**config.mk**
```make
export PLATFORM = sky130hd
export DESIGN_NAME = boolean_arithmetic_decoder_top
export DESIGN_NICKNAME = d
export VERILOG_FILES = /design/src/rtl/core/bdec_pkg.sv /design/src/rtl/core/bdec_fifo.sv /design/src/rtl/core/bdec_alu.sv /design/src/rtl/core/bdec_seq.sv /design/src/rtl/core/boolean_arithmetic_decoder_top.sv
export SDC_FILE = /design/constraint.sdc
export NUM_CORES = 1
export LEC_CHECK = 0
export ABC_AREA = 0
export BUFFER_PORTS_ARGS = -buffer_cell sky130_fd_sc_hd__buf_2
export CAP_MARGIN = 10
export CORE_ASPECT_RATIO = 1.25
export CORE_MARGIN = 3
export CORE_UTILIZATION = 68
export DETAILED_ROUTE_END_ITERATION = 7
export PLACE_DENSITY = 0.95
export SLEW_MARGIN = 20
export SYNTH_ARGS = -nofsm -noshare
export SYNTH_HDL_FRONTEND = slang
export SYNTH_HIERARCHICAL = 1
export SYNTH_SLANG_ARGS = --single-unit
```
**constraint.sdc**
```tcl
create_clock -name aclk -period 17.9 [get_ports aclk]
set_input_delay 3.58 -clock aclk [delete_from_list [all_inputs] [get_ports aclk]]
set_output_delay 3.58 -clock aclk [all_outputs]
set_load 0.02 [all_outputs]
```
**src/rtl/core/bdec_pkg.sv**
```systemverilog
// ---------------------------------------------------------------------------
// Boolean arithmetic decoder package
// Shared constants, command codes, sequencer states and interface structs.
// ---------------------------------------------------------------------------
`default_nettype none

package bdec_pkg;

    localparam int FIFO_DEPTH       = 16;
    localparam int MAX_LITERAL_BITS = 16;

    localparam int PTR_W  = $clog2(FIFO_DEPTH);
    localparam int FILL_W = $clog2(FIFO_DEPTH + 1);
    localparam int LIT_W  = $clog2(MAX_LITERAL_BITS + 1);

    localparam int DECODED_W = 16;
    localparam int NBITS_W   = 5;

    localparam logic [8:0] RANGE_INIT   = 9'd255;
    localparam logic [8:0] RENORM_LIMIT = 9'h080;
    localparam logic [3:0] COUNT_INIT   = 4'd8;
    localparam logic [1:0] LOAD_LAST    = 2'd3;

    typedef enum logic [1:0] {
        CMD_PUSH    = 2'd0,
        CMD_START   = 2'd1,
        CMD_BOOL    = 2'd2,
        CMD_LITERAL = 2'd3
    } cmd_t;

    typedef enum logic [1:0] {
        OP_DECIDE = 2'd0,
        OP_HALF   = 2'd1,
        OP_SHIFT  = 2'd2,
        OP_LOAD   = 2'd3
    } alu_op_t;

    typedef enum logic [2:0] {
        ST_IDLE,
        ST_LOAD,
        ST_DECIDE,
        ST_RENORM,
        ST_LITERAL,
        ST_DONE
    } state_t;

    typedef struct packed {
        cmd_t                 cmd;
        logic [7:0]           byte_in;
        logic [7:0]           probability;
        logic [NBITS_W-1:0]   literal_bits;
    } req_t;

    typedef struct packed {
        logic [DECODED_W-1:0] decoded;
        logic                 underflow;
        logic                 overflow;
    } rsp_t;

    typedef struct packed {
        logic       empty;
        logic       full;
        logic [7:0] rd_data;
    } fifo_stat_t;

    typedef struct packed {
        logic       push;
        logic       pop;
        logic [7:0] wr_data;
    } fifo_ctrl_t;

    typedef struct packed {
        logic [8:0]  range;
        logic [31:0] value;
        logic [3:0]  count;
        logic        bit_out;
        logic        pop;
        logic        under;
    } alu_res_t;

endpackage

`default_nettype wire

```
**src/rtl/core/bdec_fifo.sv**
```systemverilog
// ---------------------------------------------------------------------------
// Compressed byte FIFO
// Holds pushed bytes until the decoder consumes them, with fill tracking.
// ---------------------------------------------------------------------------
`default_nettype none

module bdec_fifo (
    input  wire                  aclk,
    input  wire                  aresetn,
    input  bdec_pkg::fifo_ctrl_t ctrl,
    output bdec_pkg::fifo_stat_t stat
);
    import bdec_pkg::*;

    logic [7:0]        mem_reg [FIFO_DEPTH];
    logic [PTR_W-1:0]  wr_ptr_reg, wr_ptr_next;
    logic [PTR_W-1:0]  rd_ptr_reg, rd_ptr_next;
    logic [FILL_W-1:0] fill_reg, fill_next;
    logic              do_push, do_pop;

    assign stat.empty   = (fill_reg == '0);
    assign stat.full    = (fill_reg == FILL_W'(FIFO_DEPTH));
    assign stat.rd_data = mem_reg[rd_ptr_reg];

    assign do_push = ctrl.push && !stat.full;
    assign do_pop  = ctrl.pop && !stat.empty;

    always_comb begin
        wr_ptr_next = wr_ptr_reg;
        rd_ptr_next = rd_ptr_reg;
        fill_next   = fill_reg;
        if (do_push) begin
            wr_ptr_next = (wr_ptr_reg == PTR_W'(FIFO_DEPTH - 1)) ? '0 : wr_ptr_reg + 1'b1;
        end
        if (do_pop) begin
            rd_ptr_next = (rd_ptr_reg == PTR_W'(FIFO_DEPTH - 1)) ? '0 : rd_ptr_reg + 1'b1;
        end
        if (do_push && !do_pop) begin
            fill_next = fill_reg + 1'b1;
        end else if (do_pop && !do_push) begin
            fill_next = fill_reg - 1'b1;
        end
    end

    always_ff @(posedge aclk) begin
        if (!aresetn) begin
            wr_ptr_reg <= '0;
            rd_ptr_reg <= '0;
            fill_reg   <= '0;
        end else begin
            wr_ptr_reg <= wr_ptr_next;
            rd_ptr_reg <= rd_ptr_next;
            fill_reg   <= fill_next;
        end
    end

    always_ff @(posedge aclk) begin
        if (do_push) begin
            mem_reg[wr_ptr_reg] <= ctrl.wr_data;
        end
    end

endmodule

`default_nettype wire

```
**src/rtl/core/bdec_alu.sv**
```systemverilog
// ---------------------------------------------------------------------------
// Decoder step unit
// One compare, subtract and shift step of the boolean decoder, shared by
// bool decisions, renormalization, literal bits and start-up byte loads.
// ---------------------------------------------------------------------------
`default_nettype none

module bdec_alu (
    input  bdec_pkg::alu_op_t    op,
    input  wire  [8:0]           range,
    input  wire  [31:0]          value,
    input  wire  [3:0]           count,
    input  wire  [8:0]           split,
    input  bdec_pkg::fifo_stat_t fifo,
    output bdec_pkg::alu_res_t   res
);
    import bdec_pkg::*;

    logic [8:0]  half_split;
    logic [8:0]  split_sel;
    logic [31:0] big;
    logic        ge;
    logic [31:0] diff;
    logic [8:0]  r_sel;
    logic [31:0] v_pre;
    logic [31:0] v_sh;
    logic [3:0]  cnt_dec;
    logic        hit;
    logic [7:0]  fetched;

    assign half_split = 9'((10'(range) + 10'd1) >> 1);
    assign split_sel  = (op == OP_HALF) ? half_split : split;
    assign big        = {split_sel[7:0], 24'd0};
    assign ge         = (value >= big);
    assign diff       = value - big;
    assign r_sel      = ge ? (range - split_sel) : split_sel;
    assign fetched    = fifo.empty ? 8'd0 : fifo.rd_data;
    assign cnt_dec    = count - 4'd1;
    assign hit        = (cnt_dec == 4'd0);
    assign v_pre      = ge ? diff : value;

    always_comb begin
        res.range   = range;
        res.value   = value;
        res.count   = count;
        res.bit_out = 1'b0;
        res.pop     = 1'b0;
        res.under   = 1'b0;
        v_sh        = value;
        case (op)
            OP_DECIDE: begin
                res.range   = (r_sel == 9'd0) ? 9'd1 : r_sel;
                res.value   = v_pre;
                res.bit_out = ge;
            end
            OP_HALF, OP_SHIFT: begin
                if (op == OP_HALF) begin
                    res.range   = {r_sel[7:0], 1'b0};
                    v_sh        = {v_pre[30:0], 1'b0};
                    res.bit_out = ge;
                end else begin
                    res.range = {range[7:0], 1'b0};
                    v_sh      = {value[30:0], 1'b0};
                end
                res.count = hit ? COUNT_INIT : cnt_dec;
                res.value = hit ? (v_sh | {24'd0, fetched}) : v_sh;
                res.pop   = hit;
                res.under = hit && fifo.empty;
            end
            OP_LOAD: begin
                res.value = {value[23:0], fetched};
                res.pop   = 1'b1;
                res.under = fifo.empty;
            end
            default: begin
                res.value = value;
            end
        endcase
    end

endmodule

`default_nettype wire

```
**src/rtl/core/bdec_seq.sv**
```systemverilog
// ---------------------------------------------------------------------------
// Decoder sequencer
// Holds the coder state and steps the shared unit once per cycle for each
// start, bool or literal request until its response is ready.
// ---------------------------------------------------------------------------
`default_nettype none

module bdec_seq (
    input  wire                  aclk,
    input  wire                  aresetn,
    input  wire                  req_valid,
    output logic                 req_ready,
    input  bdec_pkg::req_t       req,
    output logic                 rsp_valid,
    input  wire                  rsp_ready,
    output bdec_pkg::rsp_t       rsp,
    input  bdec_pkg::fifo_stat_t fifo_stat,
    output bdec_pkg::fifo_ctrl_t fifo_ctrl
);
    import bdec_pkg::*;

    state_t               state_reg, state_next;
    logic [8:0]           range_reg, range_next;
    logic [31:0]          value_reg, value_next;
    logic [3:0]           count_reg, count_next;
    logic [8:0]           split_reg, split_next;
    logic [LIT_W-1:0]     lit_left_reg, lit_left_next;
    logic [1:0]           load_idx_reg, load_idx_next;
    logic [DECODED_W-1:0] result_reg, result_next;
    logic                 under_reg, under_next;
    logic                 over_reg, over_next;

    alu_op_t              alu_op;
    alu_res_t             alu_res;
    logic                 step_en;
    logic                 accept;
    logic [8:0]           range_m1;
    logic [15:0]          prod;
    logic [LIT_W-1:0]     lit_sat;

    bdec_alu u_alu (
        .op    (alu_op),
        .range (range_reg),
        .value (value_reg),
        .count (count_reg),
        .split (split_reg),
        .fifo  (fifo_stat),
        .res   (alu_res)
    );

    assign accept   = req_valid && req_ready;
    assign range_m1 = range_reg - 9'd1;
    assign prod     = 16'(range_m1[7:0]) * 16'(req.probability);
    assign lit_sat  = (int'(req.literal_bits) > MAX_LITERAL_BITS) ?
                      LIT_W'(MAX_LITERAL_BITS) : LIT_W'(req.literal_bits);

    always_comb begin
        state_next = state_reg;
        case (state_reg)
            ST_IDLE: begin
                if (req_valid) begin
                    case (req.cmd)
                        CMD_PUSH:    state_next = ST_DONE;
                        CMD_START:   state_next = ST_LOAD;
                        CMD_BOOL:    state_next = ST_DECIDE;
                        CMD_LITERAL: state_next = (lit_sat == '0) ? ST_DONE : ST_LITERAL;
                        default:     state_next = ST_DONE;
                    endcase
                end
            end
            ST_LOAD: begin
                if (load_idx_reg == LOAD_LAST) begin
                    state_next = ST_DONE;
                end
            end
            ST_DECIDE: state_next = ST_RENORM;
            ST_RENORM: begin
                if (range_reg >= RENORM_LIMIT) begin
                    state_next = ST_DONE;
                end
            end
            ST_LITERAL: begin
                if (lit_left_reg == LIT_W'(1)) begin
                    state_next = ST_DONE;
                end
            end
            ST_DONE: begin
                if (rsp_ready) begin
                    state_next = ST_IDLE;
                end
            end
            default: state_next = ST_IDLE;
        endcase
    end

    always_comb begin
        req_ready         = 1'b0;
        rsp_valid         = 1'b0;
        alu_op            = OP_SHIFT;
        step_en           = 1'b0;
        fifo_ctrl.push    = 1'b0;
        fifo_ctrl.wr_data = req.byte_in;
        case (state_reg)
            ST_IDLE: begin
                req_ready      = 1'b1;
                fifo_ctrl.push = req_valid && (req.cmd == CMD_PUSH);
            end
            ST_LOAD: begin
                alu_op  = OP_LOAD;
                step_en = 1'b1;
            end
            ST_DECIDE: begin
                alu_op  = OP_DECIDE;
                step_en = 1'b1;
            end
            ST_RENORM: begin
                alu_op  = OP_SHIFT;
                step_en = (range_reg < RENORM_LIMIT);
            end
            ST_LITERAL: begin
                alu_op  = OP_HALF;
                step_en = 1'b1;
            end
            ST_DONE: begin
                rsp_valid = 1'b1;
            end
            default: begin
                req_ready = 1'b0;
            end
        endcase
        fifo_ctrl.pop = step_en && alu_res.pop;
    end

    always_comb begin
        range_next    = range_reg;
        value_next    = value_reg;
        count_next    = count_reg;
        split_next    = split_reg;
        lit_left_next = lit_left_reg;
        load_idx_next = load_idx_reg;
        result_next   = result_reg;
        under_next    = under_reg;
        over_next     = over_reg;
        if (accept) begin
            result_next   = '0;
            under_next    = 1'b0;
            over_next     = (req.cmd == CMD_PUSH) && fifo_stat.full;
            split_next    = 9'd1 + 9'(prod[15:8]);
            lit_left_next = lit_sat;
            load_idx_next = '0;
        end
        if (step_en) begin
            value_next = alu_res.value;
            under_next = under_reg | alu_res.under;
            if (state_reg != ST_LOAD) begin
                range_next = alu_res.range;
                count_next = alu_res.count;
            end
        end
        case (state_reg)
            ST_LOAD: begin
                load_idx_next = load_idx_reg + 2'd1;
                if (load_idx_reg == LOAD_LAST) begin
                    range_next = RANGE_INIT;
                    count_next = COUNT_INIT;
                end
            end
            ST_DECIDE: begin
                result_next = DECODED_W'(alu_res.bit_out);
            end
            ST_LITERAL: begin
                result_next   = {result_reg[DECODED_W-2:0], alu_res.bit_out};
                lit_left_next = lit_left_reg - 1'b1;
            end
            default: begin
                result_next = result_next;
            end
        endcase
    end

    always_ff @(posedge aclk) begin
        if (!aresetn) begin
            state_reg <= ST_IDLE;
            range_reg <= RANGE_INIT;
            value_reg <= '0;
            count_reg <= COUNT_INIT;
        end else begin
            state_reg <= state_next;
            range_reg <= range_next;
            value_reg <= value_next;
            count_reg <= count_next;
        end
    end

    always_ff @(posedge aclk) begin
        split_reg    <= split_next;
        lit_left_reg <= lit_left_next;
        load_idx_reg <= load_idx_next;
        result_reg   <= result_next;
        under_reg    <= under_next;
        over_reg     <= over_next;
    end

    assign rsp.decoded   = result_reg;
    assign rsp.underflow = under_reg;
    assign rsp.overflow  = over_reg;

endmodule

`default_nettype wire

```
**src/rtl/core/boolean_arithmetic_decoder_top.sv**
```systemverilog
// ---------------------------------------------------------------------------
// Boolean arithmetic decoder
// Binary arithmetic entropy decoder with an input byte FIFO.
// ---------------------------------------------------------------------------
// Each request carries one command in s_tuser and gives exactly one response.
// The block handles one request at a time and steps a single shared
// compare, subtract and shift unit once per cycle. After the accepting edge
// a push goes straight to the done state, a start loads four FIFO bytes in
// the load state (one FIFO byte per cycle), a bool passes the decide state
// and then the renormalize state, shifting while range is below 0x80, and
// a literal of n bits stays in the literal state for one step per decoded
// bit. s_tready rises again together with m_tvalid. The
// response is held in an output register, so the next request can be
// accepted while it waits; a further response waits inside the block until
// the first one is taken. Underflow and overflow are reported in m_tuser.
`default_nettype none

module boolean_arithmetic_decoder_top (
    input  wire         aclk,
    input  wire         aresetn,
    input  wire         s_tvalid,
    output logic        s_tready,
    // s_tdata: byte_in [7:0], probability [15:8], literal_bits [20:16], zero [23:21]
    input  wire  [23:0] s_tdata,
    // s_tuser: cmd [1:0]
    input  wire  [1:0]  s_tuser,
    output logic        m_tvalid,
    input  wire         m_tready,
    // m_tdata: decoded [15:0], zero [23:16]
    output logic [23:0] m_tdata,
    // m_tuser: underflow [0], overflow [1]
    output logic [1:0]  m_tuser
);
    import bdec_pkg::*;

    req_t       req;
    rsp_t       rsp;
    fifo_stat_t fifo_stat;
    fifo_ctrl_t fifo_ctrl;
    logic       rsp_valid, rsp_ready;

    logic                 m_tvalid_reg, m_tvalid_next;
    logic [DECODED_W-1:0] decoded_reg, decoded_next;
    logic [1:0]           flags_reg, flags_next;

    assign req.cmd          = cmd_t'(s_tuser);
    assign req.byte_in      = s_tdata[7:0];
    assign req.probability  = s_tdata[15:8];
    assign req.literal_bits = s_tdata[16 +: NBITS_W];

    bdec_fifo u_fifo (
        .aclk    (aclk),
        .aresetn (aresetn),
        .ctrl    (fifo_ctrl),
        .stat    (fifo_stat)
    );

    bdec_seq u_seq (
        .aclk      (aclk),
        .aresetn   (aresetn),
        .req_valid (s_tvalid),
        .req_ready (s_tready),
        .req       (req),
        .rsp_valid (rsp_valid),
        .rsp_ready (rsp_ready),
        .rsp       (rsp),
        .fifo_stat (fifo_stat),
        .fifo_ctrl (fifo_ctrl)
    );

    assign rsp_ready = !m_tvalid_reg || m_tready;

    always_comb begin
        m_tvalid_next = m_tvalid_reg;
        decoded_next  = decoded_reg;
        flags_next    = flags_reg;
        if (m_tvalid_reg && m_tready) begin
            m_tvalid_next = 1'b0;
        end
        if (rsp_valid && rsp_ready) begin
            m_tvalid_next = 1'b1;
            decoded_next  = rsp.decoded;
            flags_next    = {rsp.overflow, rsp.underflow};
        end
    end

    always_ff @(posedge aclk) begin
        if (!aresetn) begin
            m_tvalid_reg <= 1'b0;
        end else begin
            m_tvalid_reg <= m_tvalid_next;
        end
    end

    always_ff @(posedge aclk) begin
        decoded_reg <= decoded_next;
        flags_reg   <= flags_next;
    end

    assign m_tvalid = m_tvalid_reg;
    assign m_tdata  = {(24 - DECODED_W)'(0), decoded_reg};
    assign m_tuser  = flags_reg;

    // The FIFO can never report empty and full together.
    assert property (@(posedge aclk) disable iff (!aresetn)
        !(fifo_stat.empty && fifo_stat.full))
        else $error("FIFO reports empty and full at once");

    // Once a request is accepted, s_tready drops before the next one is taken.
    assert property (@(posedge aclk) disable iff (!aresetn)
        (s_tvalid && s_tready) |=> !s_tready)
        else $error("Request accepted on back-to-back cycles");

    // An overflow only comes from a push, whose decoded value is zero.
    assert property (@(posedge aclk) disable iff (!aresetn)
        (m_tvalid && m_tuser[1]) |-> (m_tdata[15:0] == 16'd0) && !m_tuser[0])
        else $error("Overflow response carries decoded data or underflow");

endmodule

`default_nettype wire
```
==> results.py, run 1 <==
metrics = {
    "outcome": {
        "status": "complete, no violations",
    },
    "synth": {
        "syn-instance-count": 1421,
        "avgSynthCellArea_sq_um": 10.6,
        "synth-seq-area-share": 0.448,
        "ys_seq_elements": 246,
        "yosysMostFrequentCell": "nand2_1",
        "yosys.cell_types.count": 94,
        "yosysTopAreaCell": "edfxtp_1",
        "synth.cells.most_frequent": "191 x nand2_1, 180 x edfxtp_1, 86 x inv_1",
        "yosys.area.top_type_share": 0.360,
        "syn_area_sq_um": 15000,
        "synth_ff_type": "edfxtp_1",
        "ys_warn_count": 6,
        "synthArstFlopShare": 0,
        "synth_edf_count": 180,
        "yosys-top-cells-area": "edfxtp_1 36%, dfxtp_1 8.8%, ha_1 5.3%",
    },
    "cts": {
        "cts_tree": "yes",
        "clk_pin_slew_ps": 60,
        "ctsResizeCount": 0,
        "post_cts_buffers": 0,
        "cts_buffers": 24,
        "cts_sinks": 246,
        "cts_buffer_depth": 3,
        "cts.htree.levels": 1,
        "hold_buffers": 0,
        "cts_root_buf": "clkbuf_16",
        "clk_latency_ps": 530,
    },
    "drt": {
        "drt_iter0_drc": 1253,
        "wl_per_cell_um": 20.5,
        "routed_wl_um": 35000,
        "drc": 0,
        "viasPerCell": 6.56,
        "dr.pass1.iters": 6,
        "vias": 11200,
        "ant_nets": 0,
    },
    "sta": {
        "min_period_ps": 7930,
        "rsz0062_at_grt": "false",
        "hold_viol": 0,
        "worst_pin_slew_ps": 973,
        "fmax_mhz": 126,
        "fin_skew_ps": 29.0,
        "report.final.slew_viol_count": 0,
        "slew-limit-headroom": 0.349,
        "tns_ps": 0,
        "fin_crit_sh": 0.443,
        "setup_viol_count_final": 0,
    },
    "floorplan": {
        "die_w_um": 139,
        "core_area_sq_um": 21600,
        "ios": 58,
        "die_y_um": 172,
        "rows": 60,
        "start_util": 0.694,
        "die_area_sq_um": 23900,
    },
    "global_routing": {
        "grt_pass1_wl_um": 56200,
        "grt_max_degree": 74,
        "grtUsageTotal": 0.289,
        "overflow": 0,
        "antenna_found_initial": 0,
        "grt_pass1_vias": 11200,
    },
    "setup_path": {
        "worstPathArrival_ps": 8160,
        "cp_data_required_time_ps": 18130,
        "cp_slowest_cell": "fa_1",
        "cp_cell_sequence": "buf_2 -> nor2b_1 -> fa_1 -> inv_1 -> fa_1 -> fa_1 -> fa_1 -> inv_1 -> ha_1 -> a21oi_1 -> o211ai_2 -> a41oi_2 -> xnor2_1 -> and3_1 -> nand3_1 -> xor2_1",
        "critical_path.top_delay_family": "adder cells",
        "start_kind": "input port",
        "cp_slowest_stage_delay_ps": 550,
        "crit_top_cell": "fa_1",
        "reg2reg_slack_ps": 11120,
        "crit_fanout": 8,
        "cp.buffers_inverters": 3,
        "cp-end-kind": "flip-flop",
        "path_class": "in2reg",
    },
    "min_path": {
        "hp-class": "reg2reg",
    },
    "finish": {
        "fillers": 1319,
        "final_cells": 1710,
        "nets": 1546,
        "num_antenna_cells": 0,
        "layout-drive-gt1-share": 0.112,
        "multi_input_area_sq_um": 7510,
        "largest_register_ffs": 128,
        "area_delta_synth_final_pct": 6.59,
        "seqCellArea_sq_um": 6730,
        "final_area_sq_um": 16000,
    },
    "place": {
        "dpl-instance-area_sq_um": 15200,
        "gp_congestion": 0.956,
        "port_buffers": 46,
        "dp.cells": 1669,
        "hpwl_um": 23000,
    },
    "run": {
        "max-cap-violations": 0,
    },
}
[kinds of logic (layout without fill, tap and decap cells)]
kind of cell,count (synthesis),after routing,synth area share
compound gates,300,300,0.144
buf+inv,184,187,0.0539
flops,246,246,0.448
xor+xnor,58,58,0.0343
other cells,1,8,0.000250
simple gates,483,483,0.158
fa+ha+maj,105,105,0.105
mux,44,44,0.0562
[final cells by class]
| type | count | share of cell area |
|---|---|---|
| clock inverter | 7 | 0.00407 |
| clock buffer | 34 | 0.0433 |
| tap | 279 | 0.0218 |
| sequential | 246 | 0.421 |
| multi-input combinational | 998 | 0.469 |
| inverter | 87 | 0.0204 |
| timing repair buffer | 59 | 0.0205 |
[through the flow]
| stage | util | hold WS (ps) | worst slack [ps] |
|---|---|---|---|
| floorplan | - | 400 | 10020 |
| global placement | 0.705 | 404 | 9630 |
| detailed placement | 0.705 | 427 | 9540 |
| CTS | 0.740 | 442 | 10020 |
| global route | 0.740 | 456 | 9760 |
| finish | 0.740 | 442 | 9970 |
[layer usage]
| layer | track usage | vias up | share of wire | wire length [um] |
|---|---|---|---|---|
| li1 | - | 5065 | - | - |
| met1 | 0.336 | 5386 | 0.36 | 12700 |
| met2 | 0.534 | 619 | 0.53 | 18500 |
| met3 | 0.0351 | 145 | 0.063 | 2200 |
| met4 | 0.143 | 0 | 0.049 | 1700 |
| met5 | 0 | - | 0 | 0 |
[path summary, 6_finish.rpt]
| path | startpoint | to | cells past startpoint |
|---|---|---|---|
| setup / recovery | s_tdata[12] | u_seq/split_reg[6] | 16 |
| hold / removal | u_seq/result_reg[15] | decoded_reg[15] | 0 |
| setup reg to reg | u_seq/range_reg[0] | u_seq/split_reg[6] | 20 |
| hold reg to reg | u_seq/result_reg[15] | decoded_reg[15] | 0 |
[cell usage in the layout, fill, tap and decap left out, types with 32 or more instances in the layout]
| cell type | n |
|---|---|
| nand2_1 | 190 |
| edfxtp_1 | 180 |
| inv_1 | 86 |
| nor2_1 | 71 |
| dfxtp_1 | 65 |
| ha_1 | 63 |
| nor2b_1 | 54 |
| o21ai_0 | 52 |
| a21oi_1 | 50 |
| buf_2 | 46 |
| xnor2_1 | 40 |
| a22oi_1 | 39 |
| fa_1 | 36 |
| nand3_1 | 35 |
| and2_1 | 34 |
| mux4_2 | 32 |
Power of run 1 is left out: the tool's default activity adds up to more than one toggle a clock period on the data nets, which glitch-free logic cannot reach.
==> run 2, diff against run 1 <==
--- a/config.mk
+++ b/config.mk
@@ -10,9 +10,9 @@
 export CAP_MARGIN = 10
 export CORE_ASPECT_RATIO = 1.25
 export CORE_MARGIN = 3
-export CORE_UTILIZATION = 68
+export CORE_UTILIZATION = 63
 export DETAILED_ROUTE_END_ITERATION = 7
-export PLACE_DENSITY = 0.95
+export PLACE_DENSITY = 0.93
 export SLEW_MARGIN = 20
 export SYNTH_ARGS = -nofsm -noshare
 export SYNTH_HDL_FRONTEND = slang
==> constraint.sdc (replaced) <==
create_clock -name aclk -period 7.54 [get_ports aclk]
set_input_delay 1.508 -clock aclk [delete_from_list [all_inputs] [get_ports aclk]]
set_output_delay 1.508 -clock aclk [all_outputs]
set_load 0.02 [all_outputs]
==> run 2 against run 1 <==
Net effect:
- final cell count is 0.82% higher
- wire length is 2.0% higher
- clock skew is 14 ps lower
- core utilization is 4.5 points lower
- first-iteration DRC count is 3.6% lower
- largest cell class unchanged
==> results.py, run 2 (synthesized netlist as in run 1, its figures left out) <==
metrics = {
    "floorplan": {
        "die_y_um": 179,
        "start_util": 0.647,
        "die_w_um": 144,
        "rows": 62,
        "core_area_sq_um": 23200,
        "ios": 58,
        "die_area_sq_um": 25700,
    },
    "drt": {
        "drt_iter0_drc": 1208,
        "vias": 11200,
        "drc": 0,
        "ant_nets": 0,
        "dr.pass1.iters": 8,
        "viasPerCell": 6.50,
        "routed_wl_um": 35700,
        "wl_per_cell_um": 20.7,
    },
    "cts": {
        "post_cts_buffers": 0,
        "cts_sinks": 246,
        "hold_buffers": 0,
        "ctsResizeCount": 0,
        "cts_tree": "yes",
        "cts_buffer_depth": 3,
        "cts.htree.levels": 1,
        "clk_pin_slew_ps": 70,
        "cts_root_buf": "clkbuf_16",
        "cts_buffers": 24,
        "clk_latency_ps": 520,
    },
    "global_routing": {
        "grtUsageTotal": 0.279,
        "grt_pass1_wl_um": 57400,
        "grt_pass1_vias": 11100,
        "grt_max_degree": 75,
        "overflow": 0,
        "antenna_found_initial": 1,
    },
    "setup_path": {
        "cp_slowest_stage_delay_ps": 800,
        "crit_top_cell": "fa_1",
        "cp-end-kind": "flip-flop",
        "worstPathArrival_ps": 6900,
        "cp_data_required_time_ps": 7790,
        "rr_endpoint": "u_seq/split_reg[6]",
        "cp_cell_sequence": "inv_1 -> ha_1 -> nand2_1 -> nor3_1 -> xnor2_1 -> nor2b_1 -> fa_1 -> fa_1 -> fa_1 -> inv_1 -> fa_1 -> inv_1 -> ha_1 -> a21o_1 -> a2111oi_4 -> a211oi_1 -> a211oi_2 -> and3_1 -> nand3_1 -> xor2_1",
        "cp_slowest_cell": "dfxtp_1",
        "path_class": "reg2reg",
        "cp.buffers_inverters": 3,
        "start_kind": "flip-flop",
        "reg2reg_slack_ps": 890,
        "reg2reg_depth": 20,
        "r2r_start": "u_seq/range_reg[0]",
        "crit_fanout": 17,
        "timing.critical_path.from": "u_seq/range_reg[0]",
        "critical_path.top_delay_family": "adder cells",
    },
    "sta": {
        "fin_crit_sh": 0.881,
        "report.final.slew_viol_count": 0,
        "rsz0062_at_grt": "false",
        "fmax_mhz": 150,
        "hold_viol": 0,
        "worst_slack_ps": 894,
        "worst_pin_slew_ps": 1110,
        "whs_ps": 428,
        "tns_ps": 0,
        "fin_skew_ps": 15.3,
        "slew-limit-headroom": 0.255,
        "min_period_ps": 6650,
        "setup_viol_count_final": 0,
    },
    "finish": {
        "nets": 1548,
        "largest_register_ffs": 128,
        "utilization": 0.694,
        "layout-drive-gt1-share": 0.116,
        "final_cell_mix": "191 x nand2_1, 180 x edfxtp_1, 86 x inv_1",
        "area_delta_synth_final_pct": 7.33,
        "mostFrequentLayoutCell": "nand2_1",
    },
    "min_path": {
        "hp-class": "reg2reg",
        "hold_end": "m_tuser[1]",
        "min_from": "u_seq/over_reg",
        "hold_depth": 0,
    },
    "outcome": {
        "status": "complete, no violations",
    },
    "place": {
        "gp_congestion": 0.986,
        "port_buffers": 46,
        "hpwl_um": 23600,
        "dp_slack_ps": 1060,
    },
    "run": {
        "max-cap-violations": 0,
    },
}
run 2: cell types whose count changed in the layout (fill, tap and decap cells not counted), sizes merged:
| cell | previous run | this run |
|---|---|---|
| buf | 59 | 61 |
| inv | 87 | 89 |
| bufinv | 1 | 3 |
| clkinvlp | 2 | 0 |
| clkinv | 4 | 5 |
| clkbuf | 34 | 33 |
| diode | 0 | 1 |
run 2: per-stage QoR:
stage	instance area, sq um	std cells
2_1_floorplan	15000	1428
3_3_place_gp	15300	1680
3_5_place_dp	15300	1680
4_1_cts	16100	1723
5_1_grt	16100	1724
6_report	16100	1724
run 2: routing by layer:
metal	GRT usage	share of wire
met4	0.123	0.041
met1	0.336	0.37
met5	0	0
met3	0.0373	0.061
met2	0.496	0.52
run 2: final cells by class:
| cell class | count | area, sq um |
|---|---|---|
| flip-flops and latches | 246 | 6730 |
| clock inverters | 10 | 135 |
| repair buffers | 61 | 343 |
| inverters | 87 | 327 |
| clock buffers | 33 | 709 |
| multi-input cells | 998 | 7500 |
| fillers | 1516 | 7090 |
| diodes | 1 | 2.50 |
| well taps | 288 | 360 |
run 2: worst max-delay path by stage:
| stage | slack, ps | cells past startpoint | end |
|---|---|---|---|
| final | 890 | 20 | u_seq/split_reg[6] |
| after global routing | 580 | 19 | u_seq/range_reg[0] |
| after floorplan | 1730 | 15 | u_seq/split_reg[7] |
| after detailed placement | 1060 | 20 | u_seq/split_reg[6] |
| after CTS | 980 | 20 | u_seq/split_reg[6] |
| after global placement | 1190 | 20 | u_seq/split_reg[7] |
Power of run 2 is left out for the same reason.
